## config.mk

```make
export PLATFORM = sky130hd
export DESIGN_NAME = gpg_divider
export DESIGN_NICKNAME = d
export VERILOG_FILES = /design/src/rtl/core/gpg_pkg.sv /design/src/rtl/core/gpg_divider.sv
export SDC_FILE = /design/constraint.sdc
export NUM_CORES = 2
export LEC_CHECK = 0
export BUFFER_PORTS_ARGS = -buffer_cell sky130_fd_sc_hd__buf_2
export CORE_MARGIN = 2
export CORE_UTILIZATION = 46
export CTS_CLUSTER_SIZE = 14
export DETAILED_ROUTE_END_ITERATION = 12
export PLACE_DENSITY_LB_ADDON = 0.1
export SLEW_MARGIN = 20
export SYNTH_ARGS = -nofsm -noshare
export SYNTH_HDL_FRONTEND = slang
export SYNTH_SLANG_ARGS = --single-unit
```

## constraint.sdc

```tcl
create_clock -name clk -period 9.9 [get_ports clk]
set_input_delay 0.99 -clock clk [delete_from_list [all_inputs] [get_ports clk]]
set_output_delay 0.99 -clock clk [all_outputs]
set_load 0.05 [all_outputs]
```

## src/rtl/core/gpg_pkg.sv

```systemverilog
// ----------------------------------------------------------------------------
// gpg_pkg
// Shared constants, codes and sideband types of the gradient pixel generator.
// ----------------------------------------------------------------------------
`default_nettype none

package gpg_pkg;

  // fraction format: Q1.FRAC_BITS in T_W bits, ONE = 2^FRAC_BITS
  localparam int FRAC_BITS = 16;
  localparam int T_W       = FRAC_BITS + 1;
  localparam logic [T_W-1:0] T_ONE = T_W'(1) << FRAC_BITS;

  // frame dimensions
  localparam int DIM_W = 9;
  localparam logic [DIM_W-1:0] DIM_MAX = 9'd256;

  // divider: dividend < divisor, quotient has 2*FRAC_BITS bits
  localparam int DIV_W         = 20;
  localparam int QUO_W         = 2 * FRAC_BITS;
  localparam int DIV_PER_STAGE = 4;

  // square root: steps per pipeline stage
  localparam int SQ_PER_STAGE = 4;
  localparam int SQ_REM_W     = FRAC_BITS + 4;

  // ramp direction codes
  localparam logic [2:0] DIR_HORZ   = 3'd0;
  localparam logic [2:0] DIR_VERT   = 3'd1;
  localparam logic [2:0] DIR_DIAG_D = 3'd2;
  localparam logic [2:0] DIR_DIAG_U = 3'd3;
  localparam logic [2:0] DIR_RADIAL = 3'd4;

  // register indexes
  localparam logic [2:0] REG_START  = 3'd0;
  localparam logic [2:0] REG_END    = 3'd1;
  localparam logic [2:0] REG_DIR    = 3'd2;
  localparam logic [2:0] REG_BRIGHT = 3'd3;
  localparam logic [2:0] REG_WIDTH  = 3'd4;
  localparam logic [2:0] REG_HEIGHT = 3'd5;

  typedef struct packed {
    logic radial;
    logic sat_one;
  } div_tag_t;

  typedef struct packed {
    logic                 radial;
    logic                 sat_one;
    logic [FRAC_BITS-1:0] lin_t;
  } sq_tag_t;

endpackage

`default_nettype wire

```

## src/rtl/core/gpg_divider.sv

```systemverilog
// ----------------------------------------------------------------------------
// gpg_divider
// Pipelined restoring divider: quo = floor(num * 2^QUO_W / den), num < den.
// ----------------------------------------------------------------------------
`default_nettype none

module gpg_divider (
  input  wire logic                         clk,
  input  wire logic                         rst,
  input  wire logic                         in_vld,
  input  wire logic [gpg_pkg::DIV_W-1:0]    num,
  input  wire logic [gpg_pkg::DIV_W-1:0]    den,
  input  wire gpg_pkg::div_tag_t            in_tag,
  output logic                              out_vld,
  output logic [gpg_pkg::QUO_W-1:0]         quo,
  output gpg_pkg::div_tag_t                 out_tag
);

  localparam int NSTG = gpg_pkg::QUO_W / gpg_pkg::DIV_PER_STAGE;

  logic [NSTG:0]                 vld;
  logic [gpg_pkg::DIV_W-1:0]     rem_r [NSTG+1];
  logic [gpg_pkg::DIV_W-1:0]     den_r [NSTG+1];
  logic [gpg_pkg::QUO_W-1:0]     quo_r [NSTG+1];
  gpg_pkg::div_tag_t             tag_r [NSTG+1];

  assign vld[0]   = in_vld;
  assign rem_r[0] = num;
  assign den_r[0] = den;
  assign quo_r[0] = '0;
  assign tag_r[0] = in_tag;

  for (genvar s = 0; s < NSTG; s++) begin : g_stg
    logic [gpg_pkg::DIV_W-1:0] rem_next;
    logic [gpg_pkg::QUO_W-1:0] quo_next;

    always_comb begin
      rem_next = rem_r[s];
      quo_next = quo_r[s];
      for (int k = 0; k < gpg_pkg::DIV_PER_STAGE; k++) begin
        rem_next = {rem_next[gpg_pkg::DIV_W-2:0], 1'b0};
        quo_next = {quo_next[gpg_pkg::QUO_W-2:0], 1'b0};
        if (rem_next >= den_r[s]) begin
          rem_next    = rem_next - den_r[s];
          quo_next[0] = 1'b1;
        end
      end
    end

    always_ff @(posedge clk) begin
      if (rst) begin
        vld[s+1] <= 1'b0;
      end else begin
        vld[s+1] <= vld[s];
      end
      rem_r[s+1] <= rem_next;
      quo_r[s+1] <= quo_next;
      den_r[s+1] <= den_r[s];
      tag_r[s+1] <= tag_r[s];
    end
  end

  assign out_vld = vld[NSTG];
  assign quo     = quo_r[NSTG];
  assign out_tag = tag_r[NSTG];

endmodule

`default_nettype wire

```

# Yosys cells after proc, flatten, opt, wreduce, memory -nomap -nowiden
# Index checks and enable logic that the tools add are counted.
dict set report word_totals {
  register_bits 441
  latch_bits 0
  ram_bits 0
  mem_bits_ro 0
  output_inout_bits 35
  mem_count 0
}
dict set report op_classes {
  n_addsub 31
  mul 0
  n_div 0
  order_cmp 32
  n_eq_ne 0
  n_shift 0
  mux 63
  n_bitwise 0
  reduce_logical 0
}
# op count
set ops {}
lappend ops {{20-bit greater-or-equal comparator} 32}
lappend ops {{19-bit two-way mux} 31}
lappend ops {{19-bit subtractor} 31}
lappend ops {{1-bit two-way mux} 32}

# Depth between registers and ports, before layout
dict set report logic_depth {
  depth_word 8
  ltp_mapped 50
}

# Worst setup path after synthesis
# No wires, ideal clock.
dict set report synth_timing {
  kind {input port to flip-flop}
  from {input port den[0] (netlist name)}
  to {register rem_r[149] (netlist name)}
  setup_ns 0.121
  arrival_time_ns 10.090
  required_ns 9.779
  slack_ns -0.311
  stages 42
  n_path_buf 5
  path_cell_list {buf_2 inv_1 fa_1 nand3_1 a21oi_1 o31ai_1 o211ai_1 o31ai_1 nand2_1 buf_2 mux2_2 ha_1 o21a_1 o31a_1 o211ai_1 o2111ai_1 a211oi_1 o21ai_1 [6 not listed] o211ai_1 a221o_1 nand4_1 a41oi_1 clkbuf_1 mux2_2 ha_1 a21o_1 a21oi_1 a31oi_1 o221ai_1 a31oi_1 a21oi_1 a21oi_1 a21oi_1 inv_2 buf_1 mux2_2}
}
dict set report synth_between {
  elab_chain_len 8
}
# element line
set synth_rtl {}
lappend synth_rtl {{start: declaration} gpg_divider.sv:12} ;# input wire logic [gpg_pkg::DIV_W-1:0] den,
lappend synth_rtl {{19-bit subtractor / 20-bit greater-or-equal comparator (equally long branches)} {gpg_divider.sv:44, gpg_divider.sv:43}}
lappend synth_rtl {{19-bit two-way mux} gpg_divider.sv:43} ;# if (rem_next >= den_r[s]) begin
lappend synth_rtl {{19-bit subtractor / 20-bit greater-or-equal comparator (equally long branches)} {gpg_divider.sv:44, gpg_divider.sv:43}}
lappend synth_rtl {{19-bit two-way mux} gpg_divider.sv:43}
lappend synth_rtl {{19-bit subtractor / 20-bit greater-or-equal comparator (equally long branches)} {gpg_divider.sv:44, gpg_divider.sv:43}}
lappend synth_rtl {{19-bit two-way mux} gpg_divider.sv:43}
lappend synth_rtl {{19-bit subtractor / 20-bit greater-or-equal comparator (equally long branches)} {gpg_divider.sv:44, gpg_divider.sv:43}}
lappend synth_rtl {{19-bit two-way mux (*)} gpg_divider.sv:43}
lappend synth_rtl {{net g_stg[0].rem_next, one bit} gpg_divider.sv:34} ;# logic [gpg_pkg::DIV_W-1:0] rem_next;
lappend synth_rtl {{end signal: indexed assignment} gpg_divider.sv:56} ;# rem_r[s+1] <= rem_next;
lappend synth_rtl {{end: declaration} gpg_divider.sv:22} ;# logic [gpg_pkg::DIV_W-1:0] rem_r [NSTG+1];
# Mark *: on every way through the listed nets, which the timed path passes. The rest lies on a longest branch.
# A chain may end at the register's enable or synchronous reset.

# Final worst setup path
dict set report layout_timing {
  from {register den_r[60] (netlist name)}
  to {register rem_r[49] (netlist name)}
}
dict set report layout_between {
  elab_chain_len 8
}
# element line
set layout_rtl {}
lappend layout_rtl {{start: declaration} gpg_divider.sv:23} ;# logic [gpg_pkg::DIV_W-1:0] den_r [NSTG+1];
lappend layout_rtl {{start signal: indexed assignment} gpg_divider.sv:58} ;# den_r[s+1] <= den_r[s];
lappend layout_rtl {{19-bit subtractor / 20-bit greater-or-equal comparator (equally long branches)} {gpg_divider.sv:44, gpg_divider.sv:43}}
lappend layout_rtl {{19-bit two-way mux} gpg_divider.sv:43}
lappend layout_rtl {{19-bit subtractor / 20-bit greater-or-equal comparator (equally long branches)} {gpg_divider.sv:44, gpg_divider.sv:43}}
lappend layout_rtl {{19-bit two-way mux} gpg_divider.sv:43}
lappend layout_rtl {{19-bit subtractor / 20-bit greater-or-equal comparator (equally long branches)} {gpg_divider.sv:44, gpg_divider.sv:43}}
lappend layout_rtl {{19-bit two-way mux} gpg_divider.sv:43}
lappend layout_rtl {{19-bit subtractor / 20-bit greater-or-equal comparator (equally long branches)} {gpg_divider.sv:44, gpg_divider.sv:43}}
lappend layout_rtl {{19-bit two-way mux (*)} gpg_divider.sv:43}
lappend layout_rtl {{net g_stg[5].rem_next, one bit} gpg_divider.sv:34}
# Marked as above.

==> impl_metrics.env <==
export IMPL_syn2layout_area_growth_pct=27.2
export IMPL_hold_path_class="flop to flop"
export IMPL_worst_pin_slew_ps=1010
export IMPL_grt_antenna_before_repair=2
export IMPL_gp_congestion=0.891
export IMPL_grt_pass1_vias=36800
export IMPL_async_reset_ff_share_pct=0
export IMPL_ctsLongestPathBuffers=3
export IMPL_critical_path_buf_inv_count=10
export IMPL_met3_usage_pct=2.09
export IMPL_grt_total_usage_pct=24.4
export IMPL_finalClockSkew_ps=20.7
export IMPL_cp_end_kind="flop"
export IMPL_clk_latency_ps=650
export IMPL_path_common_cell="buf_4"
export IMPL_synth_nets=5651
export IMPL_core_area_mm2=0.0912
export IMPL_antenna_cells=0
export IMPL_slew_limit_headroom_pct=31.3
export IMPL_die_w_um=307
export IMPL_synth_top_cell_area_share_pct=20.9
export IMPL_vias=39100
export IMPL_synth_ff_type="dfxtp_1"
export IMPL_postCtsHoldBufs=0
export IMPL_start_util_pct=46.2
export IMPL_setup_viol=0
export IMPL_outcome="completed"
export IMPL_ctsRootBufferMaster="clkbuf_16"
export IMPL_ios=80
export IMPL_yosys_area_top_type="dfxtp_1"
export IMPL_synth_warnings=0
export IMPL_cp_required_ps=10430
export IMPL_routed_wl_um=120000
export IMPL_ys_top_cells_by_area="dfxtp_1 21%, ha_1 18%, mux2_2 10%"
export IMPL_grt_start_max_net_pins=30
export IMPL_die_y_um=307
export IMPL_fin_crit_ps=9650
export IMPL_max_stage_delay_ps=390
export IMPL_hold_violations=0
export IMPL_rows=111
export IMPL_wl_per_cell_um=16.7
export IMPL_nets=6638
export IMPL_gr_max_usage_layer="met2"
export IMPL_path_clk_slew_ps=60
export IMPL_yosysSeqAreaShare_pct=20.9
export IMPL_drc_errors=0
export IMPL_grt_pass1_wl_um=189000
export IMPL_synth_distinct_cells=90
export IMPL_ys_ff_latch=441
export IMPL_drtIter0Drc=2022
export IMPL_synth_edf_count=0
export IMPL_synth_cells=4983
export IMPL_fmax_mhz=104
export IMPL_fillCellCount=8420
export IMPL_via_per_inst=5.43
export IMPL_port_buffers=78
export IMPL_met2_usage_pct=41.0
export IMPL_timing_final_ws_setup_ps=248
export IMPL_hpwl_um=97800
export IMPL_die_area_mm2=0.0942
export IMPL_period_share_pct=97.5
export IMPL_cp_start_kind="flop"
export IMPL_critPathKind="flop to flop"
export IMPL_slowest_stage="fa_2"
export IMPL_cp_arrival_ps=10180
export IMPL_cts_inserted_buffers=54
export IMPL_first_pass_iters=5
export IMPL_cts_htree_levels=2
export IMPL_cap_violations=0
export IMPL_drive_gt1_share_pct=28.4
export IMPL_drt_antenna_violating_nets=0
export IMPL_syn_area_mm2=0.0422
export IMPL_reg2reg_slack_ps=250
export IMPL_use_met1_pct=33.6
export IMPL_cp_top_family="compound AO/OA/AOI/OAI gates"
export IMPL_cts_tree="done"
export IMPL_slew_viol_final=0
export IMPL_clock_sinks=441
export IMPL_post_place_ws_ps=-385
export IMPL_syn_avg_cell_area_um2=8.47
export IMPL_gr_total_overflow=0
export IMPL_critPathMaxFanout=11
==> final timing paths <==
kind / from / depth (start not counted) / endpoint
setup reg to reg: den_r[60]$_DFF_P_ / 45 / rem_r[49]$_DFF_P_
hold reg to reg: g_stg[4].quo_next[18]$_DFF_P_ / 0 / g_stg[5].quo_next[22]$_DFF_P_
setup / recovery: den_r[60]$_DFF_P_ / 45 / rem_r[49]$_DFF_P_
hold / removal: g_stg[4].quo_next[18]$_DFF_P_ / 0 / g_stg[5].quo_next[22]$_DFF_P_
==> cells by family (layout without fill, tap and decap cells) <==
family                     after synthesis  in the layout  synth area share, %
AOI/OAI and AO/OA                     1452           1454                 22.7
xor gates and xnor gates               453            453                 9.40
adders and majority gates              623            623                 18.6
buffers and inverters                  401           1430                 3.79
DFF                                    441            441                 20.9
muxes                                  417            417                 11.1
and+or+nand+nor                       1196           1196                 13.5
==> per-layer routing <==
| layer | vias up | wire (um) |
|---|---|---|
| met5 | - | 12 |
| met4 | 2 | 2570 |
| met3 | 125 | 4090 |
| met2 | 577 | 54900 |
| met1 | 18200 | 58700 |
| li1 | 20200 | - |
==> per-stage QoR <==
step                      std cells  area (um^2)  TNS (ps)  hold WS, ps  util (%)
after detailed placement       7055        50500    -17410          312      55.4
after floorplan                4983        42200         0          310         -
after global routing           7200        53700     -3460          320      58.8
final                          7200        53700         0          315      58.8
after global placement         7055        50500     -8870          310      55.4
after CTS                      7157        52500         0          308      57.6
==> placed cells by master (no fill, tap or decap), types with 30 or more instances in the layout <==
cell,instances
buf_4,911
ha_1,604
dfxtp_1,434
nor2_1,384
mux2_2,381
a21oi_1,373
inv_1,304
xnor2_1,303
nand2_1,278
o21ai_0,237
a21o_1,208
xor2_1,150
o21a_1,105
nand3_1,78
buf_2,78
nor3_1,76
nor2b_1,74
nand2b_1,64
clkbuf_16,62
a31oi_1,49
o21bai_1,46
nand4_1,46
and3_1,41
a211oi_1,40
o211ai_1,38
or3_1,36
and2_1,31
o31ai_1,30
==> cell type report <==
| class | count | area [um^2] | area share [%] |
|---|---|---|---|
| timing repair buffer | 1010 | 7630 | 14.2 |
| sequential | 441 | 8840 | 16.5 |
| clock inverter | 34 | 369 | 0.688 |
| tap | 1186 | 1480 | 2.77 |
| multi-input combinational | 4143 | 32600 | 60.7 |
| inverter | 319 | 1210 | 2.25 |
| clock buffer | 66 | 1530 | 2.85 |
| timing repair inverter | 1 | 7.51 | 0.0140 |
==> registers in the layout, indices dropped and copies added (netlist names) <==
register / cells
rem_r: 133
quo: 32
tag_r: 14
g_stg.quo_next: 112
vld: 7
out_vld: 1
den_r: 140
out_tag: 2
==> Yosys cell counts (16+ instances only) <==
library cell / number
nor2b_1: 74
o211ai_1: 38
nor2_1: 386
o21ai_0: 260
nand3_1: 78
xnor2_1: 303
a21o_1: 208
ha_1: 615
a31oi_1: 57
o21a_1: 107
a21oi_1: 398
nand2b_1: 64
and2_1: 32
or3_1: 36
xor2_1: 150
nand4_1: 46
dfxtp_1: 441
a21boi_0: 26
buf_2: 38
mux2_2: 381
o21bai_1: 47
o31ai_1: 44
o2111ai_1: 17
a211oi_1: 46
or2_2: 27
nor3_1: 78
clkbuf_1: 34
a31o_2: 17
and3_1: 41
mux2i_1: 30
nand2_1: 281
o31a_1: 16
inv_1: 309
==> what timing repair did <==
action	in CTS	in global routing
pin swaps	2	53
gates cloned	0	10
resized for setup	16	164
endpoints found under the setup margin	63	140
buffers inserted	2	33
Power is left out: the tool's default activity adds up to more than one toggle a clock period on the data nets, which glitch-free logic cannot reach.
