**src/rtl/core/gpg_pkg.sv**
```systemverilog
// ----------------------------------------------------------------------------
// gpg_pkg
// Shared constants, codes and sideband types of the gradient pixel generator.
// ----------------------------------------------------------------------------
`default_nettype none

package gpg_pkg;

  // fraction format: Q1.FRAC_BITS in T_W bits, ONE = 2^FRAC_BITS
  localparam int FRAC_BITS = 16;
  localparam int T_W       = FRAC_BITS + 1;
  localparam logic [T_W-1:0] T_ONE = T_W'(1) << FRAC_BITS;

  // frame dimensions
  localparam int DIM_W = 9;
  localparam logic [DIM_W-1:0] DIM_MAX = 9'd256;

  // divider: dividend < divisor, quotient has 2*FRAC_BITS bits
  localparam int DIV_W         = 20;
  localparam int QUO_W         = 2 * FRAC_BITS;
  localparam int DIV_PER_STAGE = 4;

  // square root: steps per pipeline stage
  localparam int SQ_PER_STAGE = 4;
  localparam int SQ_REM_W     = FRAC_BITS + 4;

  // ramp direction codes
  localparam logic [2:0] DIR_HORZ   = 3'd0;
  localparam logic [2:0] DIR_VERT   = 3'd1;
  localparam logic [2:0] DIR_DIAG_D = 3'd2;
  localparam logic [2:0] DIR_DIAG_U = 3'd3;
  localparam logic [2:0] DIR_RADIAL = 3'd4;

  // register indexes
  localparam logic [2:0] REG_START  = 3'd0;
  localparam logic [2:0] REG_END    = 3'd1;
  localparam logic [2:0] REG_DIR    = 3'd2;
  localparam logic [2:0] REG_BRIGHT = 3'd3;
  localparam logic [2:0] REG_WIDTH  = 3'd4;
  localparam logic [2:0] REG_HEIGHT = 3'd5;

  typedef struct packed {
    logic radial;
    logic sat_one;
  } div_tag_t;

  typedef struct packed {
    logic                 radial;
    logic                 sat_one;
    logic [FRAC_BITS-1:0] lin_t;
  } sq_tag_t;

endpackage

`default_nettype wire

```
**src/rtl/core/gpg_isqrt.sv**
```systemverilog
// ----------------------------------------------------------------------------
// gpg_isqrt
// Pipelined digit-by-digit integer square root of a QUO_W-bit operand.
// ----------------------------------------------------------------------------
`default_nettype none

module gpg_isqrt (
  input  wire logic                          clk,
  input  wire logic                          rst,
  input  wire logic                          in_vld,
  input  wire logic [gpg_pkg::QUO_W-1:0]     rad,
  input  wire gpg_pkg::sq_tag_t              in_tag,
  output logic                               out_vld,
  output logic [gpg_pkg::FRAC_BITS-1:0]      root,
  output gpg_pkg::sq_tag_t                   out_tag
);

  localparam int NSTG = gpg_pkg::FRAC_BITS / gpg_pkg::SQ_PER_STAGE;
  localparam int RW   = gpg_pkg::SQ_REM_W;
  localparam int QW   = gpg_pkg::QUO_W;
  localparam int FW   = gpg_pkg::FRAC_BITS;

  logic [NSTG:0]      vld;
  logic [QW-1:0]      rad_r  [NSTG+1];
  logic [RW-1:0]      rem_r  [NSTG+1];
  logic [FW-1:0]      root_r [NSTG+1];
  gpg_pkg::sq_tag_t   tag_r  [NSTG+1];

  assign vld[0]    = in_vld;
  assign rad_r[0]  = rad;
  assign rem_r[0]  = '0;
  assign root_r[0] = '0;
  assign tag_r[0]  = in_tag;

  for (genvar s = 0; s < NSTG; s++) begin : g_stg
    logic [QW-1:0] rad_next;
    logic [RW-1:0] rem_next;
    logic [FW-1:0] root_next;
    logic [RW-1:0] trial;

    always_comb begin
      rad_next  = rad_r[s];
      rem_next  = rem_r[s];
      root_next = root_r[s];
      trial     = '0;
      for (int k = 0; k < gpg_pkg::SQ_PER_STAGE; k++) begin
        rem_next = {rem_next[RW-3:0], rad_next[QW-1 -: 2]};
        rad_next = {rad_next[QW-3:0], 2'b00};
        trial    = RW'({root_next, 2'b01});
        if (rem_next >= trial) begin
          rem_next  = rem_next - trial;
          root_next = {root_next[FW-2:0], 1'b1};
        end else begin
          root_next = {root_next[FW-2:0], 1'b0};
        end
      end
    end

    always_ff @(posedge clk) begin
      if (rst) begin
        vld[s+1] <= 1'b0;
      end else begin
        vld[s+1] <= vld[s];
      end
      rad_r[s+1]  <= rad_next;
      rem_r[s+1]  <= rem_next;
      root_r[s+1] <= root_next;
      tag_r[s+1]  <= tag_r[s];
    end
  end

  assign out_vld = vld[NSTG];
  assign root    = root_r[NSTG];
  assign out_tag = tag_r[NSTG];

endmodule

`default_nettype wire

```
**config.mk**
```make
export PLATFORM = sky130hd
export DESIGN_NAME = gpg_isqrt
export DESIGN_NICKNAME = d
export VERILOG_FILES = /design/src/rtl/core/gpg_pkg.sv /design/src/rtl/core/gpg_isqrt.sv
export SDC_FILE = /design/constraint.sdc
export NUM_CORES = 1
export LEC_CHECK = 0
export ABC_AREA = 1
export BUFFER_PORTS_ARGS = -buffer_cell sky130_fd_sc_hd__buf_2
export CAP_MARGIN = 20
export CORE_ASPECT_RATIO = 1.4
export CORE_MARGIN = 2
export CORE_UTILIZATION = 60
export CTS_CLUSTER_SIZE = 14
export DETAILED_ROUTE_END_ITERATION = 16
export PLACE_DENSITY_LB_ADDON = 0.3
export SLEW_MARGIN = 20
export SYNTH_ARGS = -nofsm -noshare
export SYNTH_HDL_FRONTEND = slang
export SYNTH_SLANG_ARGS = --single-unit
```
**constraint.sdc**
```tcl
create_clock -name clk -period 14.45 [get_ports clk]
set_input_delay 0 -clock clk [delete_from_list [all_inputs] [get_ports clk]]
set_output_delay 0 -clock clk [all_outputs]
set_load 0.01 [all_outputs]
```
### Word-level counts from Yosys, hierarchy flattened

Cells that the tools add are included.

* output and inout port bits: 35
* input bits: 53
* logic and storage cells: 88
* flip-flop bits (word level): 218

* muxes and demuxes: 31
* $lt $le $gt $ge: 16
* $add $sub $neg: 15

Operators with widths (count)
* $mux 18: 15
* $ge 20x10->1: 1
* $ge 20x11->1: 1
* $ge 20x12->1: 1
* $ge 20x13->1: 1
* $ge 20x14->1: 1
* $ge 20x15->1: 1
* $ge 20x16->1: 1
* $ge 20x17->1: 1
* $ge 20x3->1: 1
* $ge 20x4->1: 1
* $ge 20x5->1: 1
* $ge 20x6->1: 1
* $ge 20x7->1: 1
* $ge 20x8->1: 1
* $ge 20x9->1: 1
* $sub 18x10->18: 1
* $sub 18x11->18: 1
* $sub 18x12->18: 1
* $sub 18x13->18: 1
* $sub 18x14->18: 1
* $sub 18x15->18: 1
* $sub 18x16->18: 1
* $sub 18x3->18: 1
* other kinds (9): 24

### Longest topological paths before layout

Gate-level depths: netlist of the first run.

* depth after elaboration: 8
* mapped depth: 52
* gate-level depth less buffers: 48

### Least setup slack after synthesis of the first run

Ideal clock, no wire load.

* path kind: flip-flop to flip-flop
* from: register root_r[17] (netlist bit)
* to: register root_r, in the netlist root[0]
* stages on the path, launching flop included: 44
* library setup time: 0.114 ns
* period minus slack after synthesis: 6.952 ns
* buffers on the path: 4
* required time: 14.336 ns
* setup slack: 7.498 ns
* arrival time: 6.837 ns
* path through: dfxtp_1 -> inv_1 -> ha_1 -> a21oi_1 -> o21ai_0 -> nand2_1 -> nand3_1 -> nand2_1 -> nand2_2 -> inv_1 -> clkbuf_1 -> o21ai_0 -> ha_1 -> a21oi_1 -> inv_1 -> a31oi_1 -> o21ai_0 -> a211oi_1 -> (+8 left out) -> nand2_1 -> nand2_1 -> nand2_1 -> nand2_2 -> clkinv_1 -> buf_2 -> nand2_1 -> o21ai_0 -> ha_1 -> a21oi_1 -> o21ai_0 -> a21o_1 -> a21oi_1 -> nor2_1 -> a211oi_1 -> nand2_1 -> nand2_1 -> nand2_1

* word-level cells in the longest chain between the ends: 8
* elaborated cells between the ends (all ways): 14
* those cells by class: 3 x add/sub; 4 x order compare; 7 x mux

Ends and longest elaborated chain
* start, declared: RTL line gpg_isqrt.sv:26 `logic [FW-1:0] root_r [NSTG+1];`
* start signal, assigned by index: RTL line gpg_isqrt.sv:67 `root_r[s+1] <= root_next;`
* $sub 18x14->18 / $ge 20x14->1 (equally long branches): RTL line gpg_isqrt.sv:51, gpg_isqrt.sv:50
* $mux 18 / $mux 1 (equally long branches): RTL line gpg_isqrt.sv:50 `if (rem_next >= trial) begin`
* $sub 18x15->18 / $ge 20x15->1 (equally long branches): RTL line gpg_isqrt.sv:51, gpg_isqrt.sv:50
* $mux 18 / $mux 1 (equally long branches): RTL line gpg_isqrt.sv:50
* $sub 18x16->18 / $ge 20x16->1 (equally long branches): RTL line gpg_isqrt.sv:51, gpg_isqrt.sv:50
* $mux 18 / $mux 1 (equally long branches): RTL line gpg_isqrt.sv:50
* $ge 20x17->1 *: RTL line gpg_isqrt.sv:50
* $mux 1 *: RTL line gpg_isqrt.sv:50
* net g_stg[3].root_next[0]: RTL line gpg_isqrt.sv:38 `logic [FW-1:0] root_next;`

Mark *: on every way through the listed nets, which the timed path passes. The rest lies on a longest branch.
A chain may end at the register's enable or synchronous reset.

### Worst setup path in the final report of the first run

Same ends and word-level chain as after synthesis.

==> run_results.csv, run 1 <==
group,metric,value,unit
critical_path,crit_start,"root_r[17]$_DFF_P_",
route,via_per_inst,5.48,
hold_path,hp-class,"in2reg",
route,drc,0,
clock_tree,cts_hold_buf,50,
clock_tree,cts_made_buffers,24,
critical_path,critPathArrivalTime,9.74,ns
clock_tree,cts_buffer_depth,3,
power,leakage,10.2,nW
synthesis,synth_top_area_share,0.252,
clock_tree,cts.sinks,218,
timing,setup_viol,0,
placement,dp_cells,3052,
critical_path,cp_max_fo,21,
layout,nFillCells,2573,
timing,rsz0062_at_grt,"no",
grt,antenna_found_initial,1,
power,power,3.25,mW
timing,timing.hold.ws,0.0402,ns
layout,multi_input_area,11200,um2
synthesis,synth-seq-cells,218,
synthesis,syn_inst,2635,
run_status,status,"complete, no violations",
placement,gp_congestion,1.02,
layout,layoutNonFillerInstCount,3143,
timing,fin_crit,9.32,ns
layout,ff_latch_area,4360,um2
synthesis,synth_area_leaders,"dfxtp_1 (25%), nand2_1 (16%), ha_1 (11%)",
critical_path,critPathLaunchType,"register",
grt,grt_pass1_wl,82300,um
floorplanning,initial_core_util,0.609,
clock_tree,htree_num_levels,1,
route,wl_per_cell,16.4,um
grt,grt.overflow.total,0,
clock_tree,path_clk_slew,0.07,ns
clock_tree,cts_root_buf,"clkbuf_16",
timing,slew_violations,0,
clock_tree,post_cts_buffers,0,
layout,fin_nets,2957,
critical_path,reg2reg_from,"root_r[17]$_DFF_P_",
layout,n_antenna_cell,0,
synthesis,ys_seq_area_frac,0.252,
timing,skew,0.0112,ns
timing,tightest_slew,0.731,ns
clock_tree,cts_resized,0,
layout,syn2layout_area_growth,10.9,%
timing,fin_crit_sh,0.645,
critical_path,cp_common_cell,"nand2_1",
critical_path,slowest_stage,"inv_1",
clock_tree,worstSkewPairLatency,0.54,ns
route,route.vias.total,17200,
synthesis,synth_cell_types,55,
floorplanning,die_h,205,um
run,maxCapViolations,0,
floorplanning,dieArea,30200,um2
hold_path,hold_start,"rad[26]",
floorplanning,core_area,28400,um2
route,drtPass1Iterations,5,
critical_path,endpoint_kind,"register",
power,irDropWorstVdd,0.168,mV
timing,max_freq,0.107,GHz
grt,grt_pass1_vias,16900,
synthesis,netlist_area,17300,um2
route,drtAntennaViolNets,0,
synthesis,syn_avg_cell_area,6.57,um2
floorplanning,rows,73,
timing,final.setup.tns,0,ns
placement,portBuffers,87,
synthesis,yosysWarnings,0,
timing,finalHoldViolations,0,
critical_path,critical_path_class,"reg2reg",
synthesis,yosys.area.top_type,"dfxtp_1",
clock_tree,cts_tree,"built",
placement,dp_hpwl,41500,um
floorplanning,die_x,148,um
critical_path,critPathMaxStageDelay,0.70,ns
grt,grt_max_degree,27,
synthesis,ys_dominant_reg_cell,"dfxtp_1",
grt,track_usage,0.336,
timing,slew_headroom,0.508,
route,drt-total-wl,51600,um
layout,layout-drive-gt1-share,0.105,
floorplanning,ios,88,
route,drt_iter0_markers,1029,
critical_path,required,14.87,ns
power,power_density,169,nW/um2
synthesis,synth_edf_count,0,
synthesis,async_flop_share,0,
routing by layer:
metal / up-vias / wire length, um / share of wire / track usage
li1: 8672 / - / - / -
met1: 7873 / 19600 / 0.38 / 0.353
met2: 520 / 26800 / 0.52 / 0.643
met3: 168 / 2380 / 0.046 / 0.0439
met4: 2 / 2860 / 0.055 / 0.181
met5: - / 9 / 0.00017 / 0
state kept, by name, summed over array words and instances, names as in the netlist:
name	count
tag_r	54
rad_r	24
out_tag	18
g_stg.rad_next	24
root_r	24
vld	3
out_vld	1
rem_r	54
root	16
synthesized netlist by cell type (5+ instances only):
cell	instances
nand2_1	726
inv_1	348
nor2_1	265
dfxtp_1	218
nand3_1	171
ha_1	151
o21ai_0	142
a21oi_1	128
xor2_1	59
nand4_1	48
nand2_2	44
xnor2_1	44
nand3_2	25
buf_4	21
nor3_1	20
nand3b_1	18
inv_2	17
nor2_4	16
nor2_2	15
o21bai_1	13
nand2_4	12
buf_6	9
a21o_1	8
a31oi_1	8
nand3_4	8
o21a_1	8
o21ai_1	8
or2_2	8
and2_1	6
and3_1	6
clkbuf_1	6
buf_2	5
nor2_8	5
metrics by stage:
step                utilization  area (um2)  setup WS, ns
detailed placement        0.630       17900          5.32
finish                    0.676       19200          5.13
global route              0.676       19200          4.05
floorplan                     -       17300          7.50
CTS                       0.676       19200          5.27
global placement          0.630       17900          5.58
cells by family after synthesis:
logic type      Yosys count  share of synthesized area
compound gates          338                      0.108
xor+xnor                103                     0.0521
fa+ha+maj               151                      0.109
buf+inv                 416                     0.0998
flops                   218                      0.252
mux                       3                    0.00173
other cells               1                   0.000217
simple gates           1405                      0.377
cell type report:
cell class                      instances  area share
Tap cell                              375      0.0244
Clock buffer                           28      0.0337
Clock inverter                         13     0.00886
Timing Repair Buffer                  137      0.0487
Inverter                              370      0.0725
Sequential cell                       218       0.227
Multi-Input combinational cell       2002       0.584
worst max-delay path, delay by kind of cell, from the launching register on:
kind	cells	cell delay, ns
adder cells (fa/ha/maj)	4	1.46
flip-flops	1	0.46
buffers and inverters	5	1.76
AO/OA/AOI/OAI	15	3.14
AND/OR/NAND/NOR	14	2.32
where the power goes:
| part | internal (mW) | leakage [nW] | switching (mW) | total [mW] |
|---|---|---|---|---|
| logic | 0.608 | 8.02 | 1.25 | 1.85 |
| clock network | 0.378 | 0.396 | 0.266 | 0.644 |
| registers | 0.684 | 1.83 | 0.0656 | 0.749 |
| total | 1.67 | 10.2 | 1.58 | 3.25 |
path summary, 6_finish.rpt:
| kind | end | slack, ns | cells after the start |
|---|---|---|---|
| min reg2reg | rad_r[57]$_DFF_P_ | 0.32 | 0 |
| min | rem_r[62]$_DFF_P_ | 0.04 | 3 |
| max | root[0]$_DFF_P_ | 5.13 | 38 |
| max reg2reg | root[0]$_DFF_P_ | 5.13 | 38 |
layout by cell type, fill, tap and decap left out, types with 25 or more instances in the layout:
cell type,n
a21oi_1,128
buf_2,87
clkbuf_16,25
dfxtp_1,218
dlygate4sd3_1,50
ha_1,151
inv_1,348
nand2_1,726
nand2_2,44
nand3_1,171
nand3_2,25
nand4_1,48
nor2_1,265
o21ai_0,142
xnor2_1,44
xor2_1,59
(Power assumes the default switching activity.)
==> inputs of run 2 (changes only) <==
- CORE_UTILIZATION: 60 -> 57
- clock period: 14.45 -> 8.2 ns (I/O delays scaled with it)
==> run_results.csv, run 2 (synthesis results as in run 1) <==
group,metric,value,unit
floorplanning,ios,88,
layout,syn2layout_area_growth,12.8,%
run,maxCapViolations,0,
timing,skew,0.0197,ns
critical_path,reg2reg_depth,44,
critical_path,cp_common_cell,"inv_1",
critical_path,endpoint_kind,"register",
placement,portBuffers,87,
layout,n_antenna_cell,0,
route,drt_iter0_markers,1012,
route,drtPass1Iterations,6,
critical_path,cp_max_fo,24,
grt,grt_pass1_wl,81900,um
placement,dp_cells,3078,
run_status,status,"complete, no violations",
route,drt-total-wl,51600,um
critical_path,critical_path_class,"reg2reg",
critical_path,r2r_end,"rem_r[32]$_DFF_P_",
timing,fin_crit_sh,0.944,
critical_path,required,8.69,ns
layout,layoutNonFillerInstCount,3186,
floorplanning,rows,75,
layout,mostFrequentLayoutCells,"nand2_1 (726), inv_1 (345), nor2_1 (264)",
hold_path,hold_depth,5,
critical_path,slowest_stage,"ha_2",
floorplanning,core_area,29900,um2
route,via_per_inst,5.43,
floorplanning,dieArea,31800,um2
clock_tree,cts_made_buffers,23,
grt,grt.overflow.total,0,
clock_tree,worstSkewPairLatency,0.56,ns
layout,top_regs,"rem_r (54), tag_r (54)",
route,route.vias.total,17300,
timing,setup_viol,0,
hold_path,hold_start,"rad[28]",
critical_path,critPathMaxStageDelay,0.45,ns
timing,slew_headroom,0.523,
timing,finalWorstSetupSlack,0.463,ns
timing,tightest_slew,0.714,ns
timing,finalHoldViolations,0,
timing,fin_crit,7.74,ns
floorplanning,initial_core_util,0.578,
clock_tree,cts.sinks,218,
critical_path,critPathLaunchType,"register",
floorplanning,die_x,151,um
critical_path,critPathArrivalTime,8.23,ns
layout,multi_input_area,11300,um2
placement,dp_slack,-0.112,ns
power,power_density,290,nW/um2
layout,nFillCells,2714,
placement,dp_hpwl,41300,um
clock_tree,cts_tree,"built",
floorplanning,die_h,210,um
clock_tree,path_clk_slew,0.07,ns
hold_path,min_to,"rem_r[64]$_DFF_P_",
hold_path,hp-class,"in2reg",
timing,max_freq,0.129,GHz
grt,grt_max_degree,27,
placement,gp_congestion,0.991,
clock_tree,cts_root_buf,"clkbuf_16",
layout,layout-drive-gt1-share,0.120,
power,irDropWorstVdd,0.282,mV
grt,grt_pass1_vias,16600,
route,wl_per_cell,16.2,um
timing,final.setup.tns,0,ns
layout,ff_latch_area,4360,um2
power,leakage,10.3,nW
clock_tree,cts_buffer_depth,3,
grt,track_usage,0.323,
critical_path,reg2reg_from,"root_r[32]$_DFF_P_",
critical_path,r2r_setup_slack,0.46,ns
layout,design_area,19500,um2
placement,placed_area,18000,um2
grt,antenna_found_initial,0,
timing,slew_violations,0,
route,drtAntennaViolNets,0,
route,drc,0,
layout,fin_nets,2990,
clock_tree,htree_num_levels,1,
layout,layout_commonest_cell,"nand2_1",
[run 2: cell types whose count changed in the layout (fill, tap and decap cells not counted), moves of 3 or more]
cell / previous run / this run
buf_12: 0 / 3
inv_1: 348 / 345
o21ai_0: 142 / 135
clkbuf_8: 1 / 4
clkinvlp_4: 2 / 8
buf_4: 0 / 25
o21ai_1: 8 / 13
[run 2: stage by stage]
stage               total power, mW  hold WS [ns]  utilization
detailed placement             4.51         0.104        0.603
CTS                            5.60        0.0275        0.646
global placement               4.49         0.102        0.603
finish                         5.66        0.0535        0.652
floorplan                      3.78        0.0277            -
global route                   6.14        0.0734        0.652
[run 2: worst max path at each step]
stage / start / endpoint / slack (ns) / cells after the start
final: root_r[32]$_DFF_P_ / rem_r[32]$_DFF_P_ / 0.46 / 44
after global routing: root_r[33]$_DFF_P_ / rem_r[32]$_DFF_P_ / -0.03 / 45
after CTS: root_r[39]$_DFF_P_ / rem_r[32]$_DFF_P_ / 0.07 / 45
after detailed placement: root_r[39]$_DFF_P_ / rem_r[32]$_DFF_P_ / -0.11 / 45
after global placement: root_r[39]$_DFF_P_ / rem_r[33]$_DFF_P_ / -0.06 / 43
after floorplan: root_r[17]$_DFF_P_ / root[0]$_DFF_P_ / 1.25 / 43
[run 2: critical path: cells and delay by family (launching register included)]
| family | cells | cell delay (ns) |
|---|---|---|
| AND/OR/NAND/NOR | 20 | 2.80 |
| AO/OA/AOI/OAI | 11 | 2.05 |
| flip-flops | 1 | 0.43 |
| buffers and inverters | 9 | 0.85 |
| adder cells (fa/ha/maj) | 4 | 1.49 |
[run 2: where the power goes]
part	total (mW)	switching [mW]	internal, mW	leakage (nW)
registers	1.32	0.114	1.20	1.83
clock network	1.05	0.458	0.591	0.370
logic	3.30	2.19	1.11	8.15
total	5.66	2.76	2.90	10.3
[run 2: repair_timing]
item / in CTS / in global routing
gates resized for setup: 4 / 24
buffers inserted: 1 / 11
endpoints found under the setup margin: 8 / 20
endpoints found under the hold margin: 52 / 0
pin swaps: 1 / 5
hold buffers: 52 / 0
cloned: 1 / 3
[run 2: cell type report]
class	instances	share of cell area
Sequential cell	218	0.223
Clock inverter	11	0.00602
Timing Repair inverter	2	0.000769
Multi-Input combinational cell	2004	0.579
Clock buffer	29	0.0327
Tap cell	385	0.0247
Inverter	370	0.0721
Timing Repair Buffer	167	0.0616
[run 2: metal layers]
metal	global-route usage	wire [um]	vias up
met5	0	0	-
met4	0.170	2980	0
met3	0.0366	2670	163
met2	0.588	25900	581
met1	0.363	20000	7779
li1	-	-	8762
